==> src/rtl/sqs_pkg.sv <==
// shared types and constants for the shift queue with search
package sqs_pkg;

    localparam int MODE_W = 2;
    localparam int KEY_W  = 32;
    localparam int POS_W  = 4;
    localparam int OCC_W  = 5;

    typedef enum logic [MODE_W-1:0] {
        OP_INSERT = 2'd0,
        OP_REMOVE = 2'd1,
        OP_SEARCH = 2'd2
    } op_t;

    typedef enum logic {
        ST_IDLE,
        ST_SCAN
    } state_t;

    // per-cycle command broadcast to every cell
    typedef struct packed {
        logic             ins;
        logic             rem;
        logic             cmp;
        logic             scan;
        logic [KEY_W-1:0] key;
    } cell_ctl_t;

endpackage

==> src/rtl/sqs_if.sv <==
// valid/ready channel interfaces for requests and responses
interface sqs_req_if;
    logic                             valid;
    logic                             ready;
    logic [sqs_pkg::MODE_W-1:0]       mode;
    logic signed [sqs_pkg::KEY_W-1:0] key;

    modport source (output valid, output mode, output key, input ready);
    modport sink   (input valid, input mode, input key, output ready);
endinterface

interface sqs_rsp_if;
    logic                      valid;
    logic                      ready;
    logic                      success;
    logic [sqs_pkg::POS_W-1:0] position;
    logic [sqs_pkg::OCC_W-1:0] occupancy;

    modport source (output valid, output success, output position, output occupancy,
                    input ready);
    modport sink   (input valid, input success, input position, input occupancy,
                    output ready);
endinterface

==> src/rtl/sqs_cell.sv <==
// one queue cell: a stored key plus a match flag, both shifting toward the head
module sqs_cell #(
    parameter int INDEX = 0,
    parameter int CNT_W = 5
) (
    input  logic                          clk,
    input  logic                          rst_n,
    input  sqs_pkg::cell_ctl_t            ctl,
    input  logic [CNT_W-1:0]              count,
    input  logic [sqs_pkg::KEY_W-1:0]     next_entry,
    input  logic                          next_flag,
    output logic [sqs_pkg::KEY_W-1:0]     entry,
    output logic                          flag
);

    logic [sqs_pkg::KEY_W-1:0] entry_reg;
    logic                      flag_reg;
    logic                      occupied;

    assign occupied = CNT_W'(INDEX) < count;

    always_ff @(posedge clk)
    begin
        if (ctl.ins && (count == CNT_W'(INDEX)))
        begin
            entry_reg <= ctl.key;
        end
        else if (ctl.rem)
        begin
            entry_reg <= next_entry;
        end
    end

    always_ff @(posedge clk or negedge rst_n)
    begin
        if (!rst_n)
        begin
            flag_reg <= 1'b0;
        end
        else if (ctl.cmp)
        begin
            flag_reg <= occupied && (entry_reg == ctl.key);
        end
        else if (ctl.scan)
        begin
            flag_reg <= next_flag;
        end
    end

    assign entry = entry_reg;
    assign flag  = flag_reg;

endmodule

==> src/rtl/sqs_ctrl.sv <==
// sequencer: count, search scan, response register and handshakes
module sqs_ctrl #(
    parameter int DEPTH = 16,
    parameter int CNT_W = 5
) (
    input  logic                 clk,
    input  logic                 rst_n,
    sqs_req_if.sink              req,
    sqs_rsp_if.source            rsp,
    input  logic                 head_flag,
    output sqs_pkg::cell_ctl_t   ctl,
    output logic [CNT_W-1:0]     count
);

    sqs_pkg::state_t state_reg, state_next;
    logic [CNT_W-1:0] count_reg, count_next;
    logic [CNT_W-1:0] scan_reg, scan_next;

    logic                      rsp_valid_reg, rsp_valid_next;
    logic                      success_reg, success_next;
    logic [sqs_pkg::POS_W-1:0] position_reg, position_next;
    logic [sqs_pkg::OCC_W-1:0] occupancy_reg, occupancy_next;

    logic slot_free;
    logic fire;
    logic full;
    logic empty;
    logic scan_last;
    logic scan_done;
    sqs_pkg::op_t op;

    assign op        = sqs_pkg::op_t'(req.mode);
    assign slot_free = !rsp_valid_reg || rsp.ready;
    assign req.ready = (state_reg == sqs_pkg::ST_IDLE) && slot_free;
    assign fire      = req.valid && req.ready;
    assign full      = count_reg == CNT_W'(DEPTH);
    assign empty     = count_reg == '0;
    assign scan_last = ({1'b0, scan_reg} + (CNT_W+1)'(1)) >= {1'b0, count_reg};
    assign scan_done = head_flag || scan_last;

    always_ff @(posedge clk or negedge rst_n)
    begin
        if (!rst_n)
        begin
            state_reg     <= sqs_pkg::ST_IDLE;
            count_reg     <= '0;
            scan_reg      <= '0;
            rsp_valid_reg <= 1'b0;
        end
        else
        begin
            state_reg     <= state_next;
            count_reg     <= count_next;
            scan_reg      <= scan_next;
            rsp_valid_reg <= rsp_valid_next;
        end
    end

    always_ff @(posedge clk)
    begin
        success_reg   <= success_next;
        position_reg  <= position_next;
        occupancy_reg <= occupancy_next;
    end

    always_comb
    begin
        state_next     = state_reg;
        count_next     = count_reg;
        scan_next      = scan_reg;
        rsp_valid_next = rsp_valid_reg && !rsp.ready;
        success_next   = success_reg;
        position_next  = position_reg;
        occupancy_next = occupancy_reg;
        ctl            = '0;
        ctl.key        = req.key;

        unique case (state_reg)
            sqs_pkg::ST_IDLE:
            begin
                if (fire)
                begin
                    case (op)
                        sqs_pkg::OP_INSERT:
                        begin
                            ctl.ins        = !full;
                            count_next     = full ? count_reg : count_reg + CNT_W'(1);
                            rsp_valid_next = 1'b1;
                            success_next   = !full;
                            position_next  = '0;
                        end
                        sqs_pkg::OP_REMOVE:
                        begin
                            ctl.rem        = !empty;
                            count_next     = empty ? count_reg : count_reg - CNT_W'(1);
                            rsp_valid_next = 1'b1;
                            success_next   = !empty;
                            position_next  = '0;
                        end
                        sqs_pkg::OP_SEARCH:
                        begin
                            ctl.cmp    = 1'b1;
                            scan_next  = '0;
                            state_next = sqs_pkg::ST_SCAN;
                        end
                        default:
                        begin
                            rsp_valid_next = 1'b1;
                            success_next   = 1'b0;
                            position_next  = '0;
                        end
                    endcase
                    occupancy_next = sqs_pkg::OCC_W'(32'(count_next));
                end
            end
            sqs_pkg::ST_SCAN:
            begin
                if (!scan_done)
                begin
                    ctl.scan  = 1'b1;
                    scan_next = scan_reg + CNT_W'(1);
                end
                else if (slot_free)
                begin
                    rsp_valid_next = 1'b1;
                    success_next   = head_flag;
                    position_next  = head_flag ? sqs_pkg::POS_W'(32'(scan_reg)) : '0;
                    occupancy_next = sqs_pkg::OCC_W'(32'(count_reg));
                    state_next     = sqs_pkg::ST_IDLE;
                end
            end
            default:
            begin
                state_next = sqs_pkg::ST_IDLE;
            end
        endcase
    end

    assign count         = count_reg;
    assign rsp.valid     = rsp_valid_reg;
    assign rsp.success   = success_reg;
    assign rsp.position  = position_reg;
    assign rsp.occupancy = occupancy_reg;

`ifndef SYNTHESIS
    a_count_bound: assert property (@(posedge clk) disable iff (!rst_n)
        count_reg <= CNT_W'(DEPTH))
        else $error("queue count above depth");

    a_stall_blocks: assert property (@(posedge clk) disable iff (!rst_n)
        (rsp_valid_reg && !rsp.ready) |-> !req.ready)
        else $error("request taken while response stalled");

    a_insert_count: assert property (@(posedge clk) disable iff (!rst_n)
        (fire && op == sqs_pkg::OP_INSERT && !full) |=>
            (count_reg == $past(count_reg) + CNT_W'(1)))
        else $error("insert did not advance count");

    a_scan_bound: assert property (@(posedge clk) disable iff (!rst_n)
        (state_reg == sqs_pkg::ST_SCAN) |-> (scan_reg < count_reg || scan_reg == '0))
        else $error("scan ran past occupied cells");

    a_scan_count_stable: assert property (@(posedge clk) disable iff (!rst_n)
        (state_reg == sqs_pkg::ST_SCAN) |=> $stable(count_reg))
        else $error("count changed during search");
`endif

endmodule

==> src/rtl/shift_queue_with_search.sv <==
// top level: shift-register queue of signed keys with linear search
//
//  channel | dir | payload                          | handshake
//  --------+-----+----------------------------------+------------------
//  req     | in  | mode[1:0], key[31:0] signed      | valid / ready
//  rsp     | out | success, position[3:0], occ[4:0] | valid / ready
//
// insert and remove load the response register at the same edge the transaction
// is taken, so one can follow the next back to back while each response is taken.
// search compares every cell at the edge the request is taken, then shifts the
// match flags one cell per cycle toward the head until a hit reaches the head or
// the scan reaches the last occupied cell; the response then waits for a free slot.
// rst_n clears count, control and match flags; stored keys are not reset.
// a stalled response holds req.ready low until it is taken
module shift_queue_with_search #(
    parameter int DEPTH = 16
) (
    input logic       clk,
    input logic       rst_n,
    sqs_req_if.sink   req,
    sqs_rsp_if.source rsp
);

    // count must reach DEPTH itself
    localparam int CNT_W = $clog2(DEPTH + 1);

    sqs_pkg::cell_ctl_t ctl;
    logic [CNT_W-1:0]   count;

    // entry and flag outputs of each cell, plus the fill value past the tail
    logic [sqs_pkg::KEY_W-1:0] entries [DEPTH+1];
    logic [DEPTH:0]            flags;

    assign entries[DEPTH] = '0;
    assign flags[DEPTH]   = 1'b0;

    // sequencer owns the handshakes, count and response register
    sqs_ctrl #(
        .DEPTH (DEPTH),
        .CNT_W (CNT_W)
    ) u_ctrl (
        .clk       (clk),
        .rst_n     (rst_n),
        .req       (req),
        .rsp       (rsp),
        .head_flag (flags[0]),
        .ctl       (ctl),
        .count     (count)
    );

    // cell 0 is the head; every cell takes its neighbor's key on remove
    // and its neighbor's match flag on each scan step
    for (genvar i = 0; i < DEPTH; i++)
    begin : g_cell
        sqs_cell #(
            .INDEX (i),
            .CNT_W (CNT_W)
        ) u_cell (
            .clk        (clk),
            .rst_n      (rst_n),
            .ctl        (ctl),
            .count      (count),
            .next_entry (entries[i+1]),
            .next_flag  (flags[i+1]),
            .entry      (entries[i]),
            .flag       (flags[i])
        );
    end

endmodule

==> src/flat_wrapper.sv <==
// flat-port wrapper written by rule: the top's interface ports become plain ports
module shift_queue_with_search_flat 
#(
    parameter int DEPTH = 16
)
  (clk, rst_n, req_valid, req_mode, req_key, req_ready, rsp_valid, rsp_success, rsp_position, rsp_occupancy, rsp_ready);
  sqs_req_if req_i ();
  sqs_rsp_if rsp_i ();
  input logic clk;
  input logic rst_n;
  input wire logic [$bits(req_i.valid)-1:0] req_valid;
  input wire logic [$bits(req_i.mode)-1:0] req_mode;
  input wire logic [$bits(req_i.key)-1:0] req_key;
  output wire logic [$bits(req_i.ready)-1:0] req_ready;
  output wire logic [$bits(rsp_i.valid)-1:0] rsp_valid;
  output wire logic [$bits(rsp_i.success)-1:0] rsp_success;
  output wire logic [$bits(rsp_i.position)-1:0] rsp_position;
  output wire logic [$bits(rsp_i.occupancy)-1:0] rsp_occupancy;
  input wire logic [$bits(rsp_i.ready)-1:0] rsp_ready;
  assign req_i.valid = req_valid;
  assign req_i.mode = req_mode;
  assign req_i.key = req_key;
  assign req_ready = req_i.ready;
  assign rsp_valid = rsp_i.valid;
  assign rsp_success = rsp_i.success;
  assign rsp_position = rsp_i.position;
  assign rsp_occupancy = rsp_i.occupancy;
  assign rsp_i.ready = rsp_ready;
  shift_queue_with_search #(.DEPTH(DEPTH)) u_core (.clk(clk), .rst_n(rst_n), .req(req_i), .rsp(rsp_i));
endmodule
==> config.mk <==
export PLATFORM = sky130hd
export DESIGN_NAME = shift_queue_with_search_flat
export DESIGN_NICKNAME = d
export VERILOG_FILES = /design/src/rtl/sqs_pkg.sv /design/src/rtl/sqs_if.sv /design/src/rtl/sqs_cell.sv /design/src/rtl/sqs_ctrl.sv /design/src/rtl/shift_queue_with_search.sv /design/src/flat_wrapper.sv
export SDC_FILE = /design/constraint.sdc
export NUM_CORES = 1
export LEC_CHECK = 0
export ABC_AREA = 1
export BUFFER_PORTS_ARGS = -buffer_cell sky130_fd_sc_hd__buf_2
export CAP_MARGIN = 20
export CORE_ASPECT_RATIO = 0.5
export CORE_MARGIN = 1
export CORE_UTILIZATION = 45
export CTS_CLUSTER_SIZE = 8
export DETAILED_ROUTE_END_ITERATION = 10
export PLACE_DENSITY = 0.64
export SYNTH_ARGS = -nofsm -noshare
export SYNTH_HDL_FRONTEND = slang
export SYNTH_HIERARCHICAL = 1
export SYNTH_SLANG_ARGS = --single-unit
==> constraint.sdc <==
create_clock -name clk -period 4.3 [get_ports clk]
set_input_delay 0.645 -clock clk [delete_from_list [all_inputs] [get_ports clk]]
set_output_delay 0.645 -clock clk [all_outputs]
set_load 0.005 [all_outputs]
======== Word level (Yosys, flattened, before mapping) ========
Index checks and enable logic that the tools add are counted.
word-level totals
  bits in registers ....................... 550
  latch bits .............................. 0
  memory bits (writable) .................. 0
  memory bits (read-only) ................. 0
  input port bits ......................... 38
  memories kept ........................... 0
operators by class
  add/sub/neg operators ................... 4
  $mul .................................... 0
  div/mod/pow operators ................... 0
  magnitude comparators ................... 17
  equality and inequality tests ........... 40
  shifts and indexed selects .............. 0
  mux-type cells .......................... 102
  bitwise gates (word level) .............. 1
  reduce and logical (&&, ||, !) cells .... 64
operators with widths
  cell                                                                          number
  32-bit two-way mux                                                            32
  32-bit == test                                                                16
  1-bit two-way mux                                                             47
  5-bit by 4-bit == test with 1-bit output (second input constant)              8
  4-bit by 5-bit less-than comparator with 1-bit output (first input constant)  8
  5-bit two-way mux                                                             8
  1-bit logical AND                                                             35
  2-bit nonzero test                                                            17
  5-bit case mux with 2 select lines                                            3
  5-bit by 3-bit == test with 1-bit output (second input constant)              4
  3-bit by 5-bit less-than comparator with 1-bit output (first input constant)  4
  4-bit two-way mux                                                             5
  5-bit by 1-bit adder with 5-bit output (second input constant)                2
  5-bit by 2-bit == test with 1-bit output (second input constant)              2
  1-bit by 5-bit less-than comparator with 1-bit output (first input constant)  2
  2-bit by 5-bit less-than comparator with 1-bit output (first input constant)  2
  4-bit case mux with 2 select lines                                            1
  5-bit by 1-bit adder with 6-bit output (second input constant)                1
  6-bit by 5-bit greater-or-equal comparator with 1-bit output                  1
  3-bit two-way mux                                                             2
  2-bit by 1-bit != test with 1-bit output (second input constant)              3
  2-bit != test (second input constant)                                         3
  1-bit case mux with 2 select lines                                            3
  3-bit AND reduction                                                           2
  other kinds (13)                                                              17

======== Depth between registers and ports, before layout ========
Gate-level depths: netlist (run 1).
  depth after elaboration ................. 8
  depth in mapped cells ................... 14

======== Modules after synthesis ========
Netlist (run 1), hierarchy kept.
by module, submodules not included
  module                               times used  cells an instance  area each (sq um)  sequential area each (sq um)
  sqs_cell (u_core.g_cell[14].u_cell)  1           274                2148.3             985.9
  sqs_cell (u_core.g_cell[10].u_cell)  1           301                2129.5             985.9
  sqs_cell (u_core.g_cell[3].u_cell)   1           261                2082.0             985.9
  sqs_cell (u_core.g_cell[4].u_cell)   1           258                2060.7             985.9
  sqs_cell (u_core.g_cell[13].u_cell)  1           258                2057.0             985.9
  sqs_cell (u_core.g_cell[6].u_cell)   1           261                2035.7             985.9
  sqs_cell (u_core.g_cell[2].u_cell)   1           230                2024.4             985.9
  sqs_cell (u_core.g_cell[0].u_cell)   1           248                2014.4             985.9
  sqs_cell (u_core.g_cell[7].u_cell)   1           215                2014.4             985.9
  sqs_cell (u_core.g_cell[12].u_cell)  1           257                2011.9             985.9
  sqs_cell (u_core.g_cell[15].u_cell)  1           245                1996.9             985.9
  sqs_cell (u_core.g_cell[5].u_cell)   1           219                1991.9             985.9
  sqs_cell (u_core.g_cell[11].u_cell)  1           204                1985.7             985.9
  sqs_cell (u_core.g_cell[8].u_cell)   1           236                1969.4             985.9
  +4 rows                              --          --                 --                 --

======== Worst setup path after synthesis (run 1) ========
OpenSTA, ideal clock, no wires.
  path type ............................... reg2reg
  start point ............................. register u_core.u_ctrl.count_reg[0], in the netlist u_core/u_ctrl/count[0]
  end point ............................... register u_core.g_cell[13].u_cell.entry_reg (netlist bit u_core/g_cell[13].u_cell/entry[0]) (enable)
  arrival time ............................ 4.191 ns
  slack ................................... -0.281 ns
  stages on the path, launching flop included .. 13
  path buffers ............................ 1
  cells stage by stage .................... dfrtp_1 -> inv_1 -> ha_1 -> nand2_4 -> nor2_4 -> nand2_2 -> nand2_2 -> nor2_1 -> nand2_1 -> nor2_4 -> nand3_4 -> clkbuf_1 -> nand2_1
RTL lines
  element                 line            RTL
  start, declared         sqs_ctrl.sv:16  logic [CNT_W-1:0] count_reg, count_next;
  start signal, assigned  sqs_ctrl.sv:53  count_reg <= count_next;
  end signal, assigned    sqs_cell.sv:26  entry_reg <= ctl.key;
  end signal, assigned    sqs_cell.sv:30  entry_reg <= next_entry;
  end, declared           sqs_cell.sv:16  logic [sqs_pkg::KEY_W-1:0] entry_reg;

==> results of run 1 <==
[layout make-up]
| class | count | area [sq um] | area share |
|---|---|---|---|
| flip-flops and latches | 550 | 16400 | 0.440 |
| multi-input cells | 2774 | 14000 | 0.377 |
| inverters | 723 | 2730 | 0.0735 |
| clock buffers | 98 | 2090 | 0.0562 |
| well taps | 1008 | 1260 | 0.0339 |
| repair buffers | 102 | 656 | 0.0176 |
| clock inverters | 3 | 41.3 | 0.00111 |
| diodes | 3 | 7.51 | 0.000202 |
[logic make-up after synthesis]
logic type                 Yosys count  synth area share
other                                1          0.000110
DFF                                550             0.481
buffers and inverters              850             0.110
muxes                               91            0.0373
adders and majority gates            8           0.00294
and+or+nand+nor                   1980             0.232
xor gates and xnor gates           233            0.0602
AOI/OAI and AO/OA                  429            0.0760
[routing by layer]
layer  vias up  global-route usage
met4         2              0.0838
li1      13000                   -
met2       740               0.374
met3       129              0.0555
met5         -              0.0138
met1     12200               0.334
[path summary, 6_finish.rpt]
kind	slack [ns]	start	cells past startpoint	to
setup / recovery	1.09	u_core/u_ctrl/state_reg	7	u_core/g_cell[3].u_cell/entry[14]
hold / removal	0.03	rst_n	1	u_core/g_cell[1].u_cell/flag
setup reg to reg	1.09	u_core/u_ctrl/state_reg	7	u_core/g_cell[3].u_cell/entry[14]
hold reg to reg	0.48	u_core/g_cell[7].u_cell/flag	2	u_core/g_cell[6].u_cell/flag
max in group asynchronous	3.82	rst_n	1	u_core/g_cell[8].u_cell/flag
min in group clk	0.33	rsp_ready	4	u_core/u_ctrl/rsp.valid
[metrics by stage]
| stage | utilization | worst slack (ns) | hold slack [ns] | total power [mW] |
|---|---|---|---|---|
| 3_3_place_gp | 0.474 | 0.970 | 0.481 | 10.1 |
| 3_5_place_dp | 0.474 | 0.949 | 0.490 | 10.2 |
| 4_1_cts | 0.503 | 1.10 | 0.0188 | 15.9 |
| 5_1_grt | 0.503 | 0.886 | 0.0638 | 16.6 |
| 2_1_floorplan | - | 0.208 | 0.349 | 9.31 |
| 6_report | 0.503 | 1.09 | 0.0283 | 15.8 |
[Yosys cell counts, types with 37 or more instances]
| master | instances | area (sq um) |
|---|---|---|
| inv_1 | 710 | 2670 |
| nand3_1 | 73 | 365 |
| buf_4 | 37 | 278 |
| buf_6 | 43 | 484 |
| o21ai_0 | 228 | 1140 |
| xor2_1 | 51 | 447 |
| nor2_1 | 257 | 965 |
| xnor2_1 | 181 | 1590 |
| edfxtp_1 | 522 | 15700 |
| nand2_1 | 1558 | 5850 |
| o21ai_2 | 110 | 963 |
| mux2_4 | 65 | 976 |
| o21ai_1 | 69 | 345 |
[placed cells by master (no fill, tap or decap), types with 10 or more instances in the layout]
| cell | count |
|---|---|
| o21ai_1 | 69 |
| nor2_2 | 14 |
| nand3_1 | 73 |
| conb_1 | 33 |
| buf_2 | 49 |
| edfxtp_1 | 522 |
| inv_1 | 710 |
| clkbuf_1 | 17 |
| nand2_2 | 11 |
| buf_4 | 52 |
| or2_2 | 10 |
| nand4_1 | 26 |
| mux2_2 | 25 |
| nand2_1 | 1558 |
| dfrtp_1 | 28 |
| xnor2_1 | 181 |
| o21ai_0 | 228 |
| o21ai_2 | 110 |
| nor2_1 | 256 |
| clkbuf_16 | 81 |
| xor2_1 | 51 |
| mux2_4 | 65 |
[power groups by stage]
stage	Sequential [mW]	Clock, mW	Combinational [mW]
after CTS	7.06	5.75	3.08
after global routing	7.12	5.95	3.50
after floorplan	7.11	0	2.20
final	7.07	5.63	3.10
after detailed placement	7.16	0	3.06
after global placement	7.15	0	2.99
[critical path, cell delays in order (launching register included)]
cell and delay, ns:
dfrtp_1 0.53, nor2_1 0.20, nand2_1 0.27, nor2_2 0.18, buf_4 0.37, nand3_1 0.19
nor2_4 0.34, or2_2 0.73
==> flow_metrics.tcl, run 1 <==
set metrics [dict create \
    hold_path.class "primary input to asynchronous set/reset pin" \
    p_clk_frac 0.356 \
    synth_top_flop_cell "edfxtp_1" \
    avgSynthCellArea_sq_um 8.21 \
    root_buffer "clkbuf_16" \
    ys_types 51 \
    syn2layout_area_growth_pct 9.34 \
    grt_pass1_wl_mm 143 \
    fmaxAchievable_mhz 311 \
    period_share 0.747 \
    grt_usage 0.242 \
    coreArea_sq_um 73900 \
    p_int_mw 11.1 \
    portBuffers 49 \
    final_cells 5261 \
    slew_violations 0 \
    synth-edff-count 522 \
    startpoint_type "flop" \
    clk_pin_slew_ns 0.05 \
    cts_tree "done" \
    drive_gt1_frac 0.108 \
    ir_drop_mv 0.252 \
    htreeDepth 3 \
    drtIter0Drc 2393 \
    drc 0 \
    start_util 0.460 \
    wl_per_cell_um 17.5 \
    nFillCells 6961 \
    crit_fanout 32 \
    drv_cap 0 \
    dpl.cell_count 5157 \
    powerDensity_nw_per_um2 425 \
    finClkSkew_ns 0.0220 \
    place_area_sq_um 35100 \
    cts_resized 0 \
    met1_length_mm 42.3 \
    drt_wl_total_mm 92.2 \
    syn_area_sq_um 34000 \
    fin_tns_setup_ns 0 \
    hold_violations 0 \
    slew_headroom 0.220 \
    largest_reg_flops 512 \
    setup_violations 0 \
    clock_path_buffers 3 \
    antenna_found_initial 0 \
    die_area_sq_um 76800 \
    wl_met3_mm 6.70 \
    dieHeight_um 196 \
    fin_crit_ns 3.21 \
    p_comb_frac 0.196 \
    io-pin-count 50 \
    rows 70 \
    vias_per_cell 4.97 \
    cp.arrival_ns 3.47 \
    drt-pass1-iter-count 6 \
    post_cts_buffers 0 \
    cp.required_ns 4.56 \
    cts_buffers 78 \
    die_x_um 391 \
    power.switching_mw 4.73 \
    grt_pass1_vias 25200 \
    dr_wl_met2_mm 40.6 \
    clock_sinks 550 \
    yosysWarningCount 6 \
    switching_share 0.300 \
    hold_buffers 0 \
    grt_max_degree 65 \
    status "finished clean" \
    p_leak_nw 17.7 \
    worst_pin_slew_ns 1.17 \
    overflow 0 \
    end_kind "flop" \
    rsz0062_at_grt "false" \
    final_area_sq_um 37200 \
    routabilityCongestion 0.908 \
    crit_type "flop to flop" \
    highest_layer "met5" \
    via_count 26100 \
    synthCells 4142 \
    sequentialPowerShare 0.447 \
    synth_seq_area_share 0.481 \
    final_nets 4275 \
    ys_ff_latch 550 \
    clkLatencyLatePin_ns 0.65 \
    async_flop_share 0.0509 \
    route.antenna.remaining_nets 0 \
    dp_hpwl_mm 60.4 \
]
Note: power is estimated with default switching activity, not from simulation.
==> inputs of run 2 (changes only) <==
- clock period: 4.3 -> 2.7 ns (I/O delays scaled with it)
==> run 2 against run 1 <==
- clock power rose by 67%
- largest cell class unchanged
- final cell count rose by 1.6%
- clock skew fell by 0.00092 ns
- count of clock-buffer cells in the layout rose by 41
- utilization rose by 1.4 points
- combinational power rose by 67%
- cell area rose by 2.7%
- critical path depth rose by 4
==> flow_metrics.tcl, run 2 (synthesis gave the netlist of run 1 again) <==
set metrics [dict create \
    status "finished clean" \
    power_mw 25.9 \
    clkLatencyLatePin_ns 0.65 \
    wl_per_cell_um 17.2 \
    dpl.cell_count 5204 \
    final_cell_mix "nand2_1 (1,548), inv_1 (708), edfxtp_1 (522)" \
    overflow 0 \
    route.antenna.remaining_nets 0 \
    hold_violations 0 \
    r2r-start "u_core/u_ctrl/count[1]" \
    busiest_layer "met2" \
    grt_usage 0.240 \
    fmaxAchievable_mhz 392 \
    critical-path-slowest-cell "or2_4" \
    reg2reg_slack_ns 0.15 \
    root_buffer "clkbuf_16" \
    period_share 0.944 \
    cp.arrival_ns 2.83 \
    clock_sinks 550 \
    start_util 0.460 \
    cts_resized 0 \
    die_x_um 391 \
    rsz0062_at_grt "false" \
    vias_per_cell 4.94 \
    drt-pass1-iter-count 6 \
    syn2layout_area_growth_pct 12.3 \
    routabilityCongestion 0.925 \
    portBuffers 49 \
    finClkSkew_ns 0.0211 \
    cts_tree "done" \
    drv_cap 0 \
    die_area_sq_um 76800 \
    coreArea_sq_um 73900 \
    rr_endpoint "u_core/g_cell[10].u_cell/entry[0]" \
    antenna_found_initial 0 \
    drtIter0Drc 2338 \
    place_area_sq_um 35900 \
    grt_pass1_vias 25000 \
    critPathLaunch "u_core/u_ctrl/count[1]" \
    worst_pin_slew_ns 0.975 \
    crit_family "simple AND/OR/NAND/NOR gates" \
    drc 0 \
    final_cells 5347 \
    slew_headroom 0.350 \
    setup_slack_ns 0.151 \
    io-pin-count 50 \
    final_nets 4323 \
    holdCritStartpoint "rsp_ready" \
    crit_type "flop to flop" \
    multi_input_area_sq_um 14200 \
    seq_area_sq_um 16400 \
    grt_max_degree 65 \
    post_cts_buffers 0 \
    use_met2 0.382 \
    rr_worst_depth 11 \
    via_count 26400 \
    ir_drop_mv 0.392 \
    grt_pass1_wl_mm 142 \
    dieHeight_um 196 \
    startpoint_type "flop" \
    cp_num_cells 11 \
    p_leak_nw 18.1 \
    final_area_sq_um 38200 \
    crit_fanout 32 \
    slowest_delay_ns 0.45 \
    fin_crit_ns 2.55 \
    holdWs_ns 0.0965 \
    layout_commonest_cell "nand2_1" \
    dp_hpwl_mm 61.6 \
    cp-endpoint "u_core/g_cell[10].u_cell/entry[0]" \
    clock_path_buffers 3 \
    slew_violations 0 \
    clk_pin_slew_ns 0.05 \
    cp.required_ns 2.98 \
    largest_reg_flops 512 \
    fin_util 0.517 \
    cp_num_buf_inv 3 \
    path_cells "inv_4, ha_4, nand2_4, nor2_4, nand2_2, nand2_4, nor2_4, buf_12, nand3_2, inv_1, or2_4" \
    setup_violations 0 \
    gr-usage-met1 0.329 \
    place_ws_ns 0.184 \
    use_met3 0.0489 \
    rows 70 \
    diodes 0 \
    hold_path.class "primary input to flop" \
    cts_buffers 78 \
    powerDensity_nw_per_um2 677 \
    drt_wl_total_mm 91.7 \
    drive_gt1_frac 0.121 \
    nFillCells 6828 \
    end_kind "flop" \
    fin_tns_setup_ns 0 \
    htreeDepth 3 \
]
==> run 2: cell count changes in the layout (fill, tap and decap cells not counted), moves of 5 or more <==
cell,before,now
clkbuf_1,17,57
buf_12,1,29
buf_4,52,71
nand2_1,1558,1548
nand2_4,8,15
or2_2,10,5
or2_4,0,5
==> run 2: worst min-delay path, stage by stage <==
cell and delay, ns:
buf_2 0.08, nor2_2 0.05, inv_1 0.07, nand3_1 0.09
==> run 2: power by group <==
group	internal, mW	switching, mW
Clock	5.61	3.81
Sequential	10.6	0.654
Combinational	1.83	3.35
Total	18.0	7.81
==> run 2: routing by layer <==
| metal | vias to the layer above | wire [um] |
|---|---|---|
| met1 | 12300 | 41200 |
| met5 | - | 0 |
| met4 | 0 | 2370 |
| met2 | 813 | 41300 |
| met3 | 155 | 6830 |
| li1 | 13200 | - |
==> run 2: worst min path at each step <==
stage                     slack, ns  depth (start not counted)                           end
after floorplan                0.11                          0  u_core/g_cell[0].u_cell/flag
after global placement         0.45                          1     u_core/u_ctrl/scan_reg[0]
after detailed placement       0.46                          1     u_core/u_ctrl/scan_reg[0]
after CTS                      0.03                          4       u_core/u_ctrl/rsp.valid
after global routing           0.10                          4       u_core/u_ctrl/rsp.valid
final                           0.1                          4       u_core/u_ctrl/rsp.valid
==> run 2: final cells by class <==
type / instances / area share
repair buffers: 150 / 0.0358
well taps: 1008 / 0.0330
clock buffers: 139 / 0.0590
flip-flops and latches: 550 / 0.429
clock inverters: 3 / 0.000982
multi-input cells: 2774 / 0.371
inverters: 723 / 0.0717
==> run 2: timing repair <==
item                                   in CTS  in global routing
endpoints found under the hold margin      17                  0
setup endpoints to repair                   0                  0
hold buffers                                1                  0
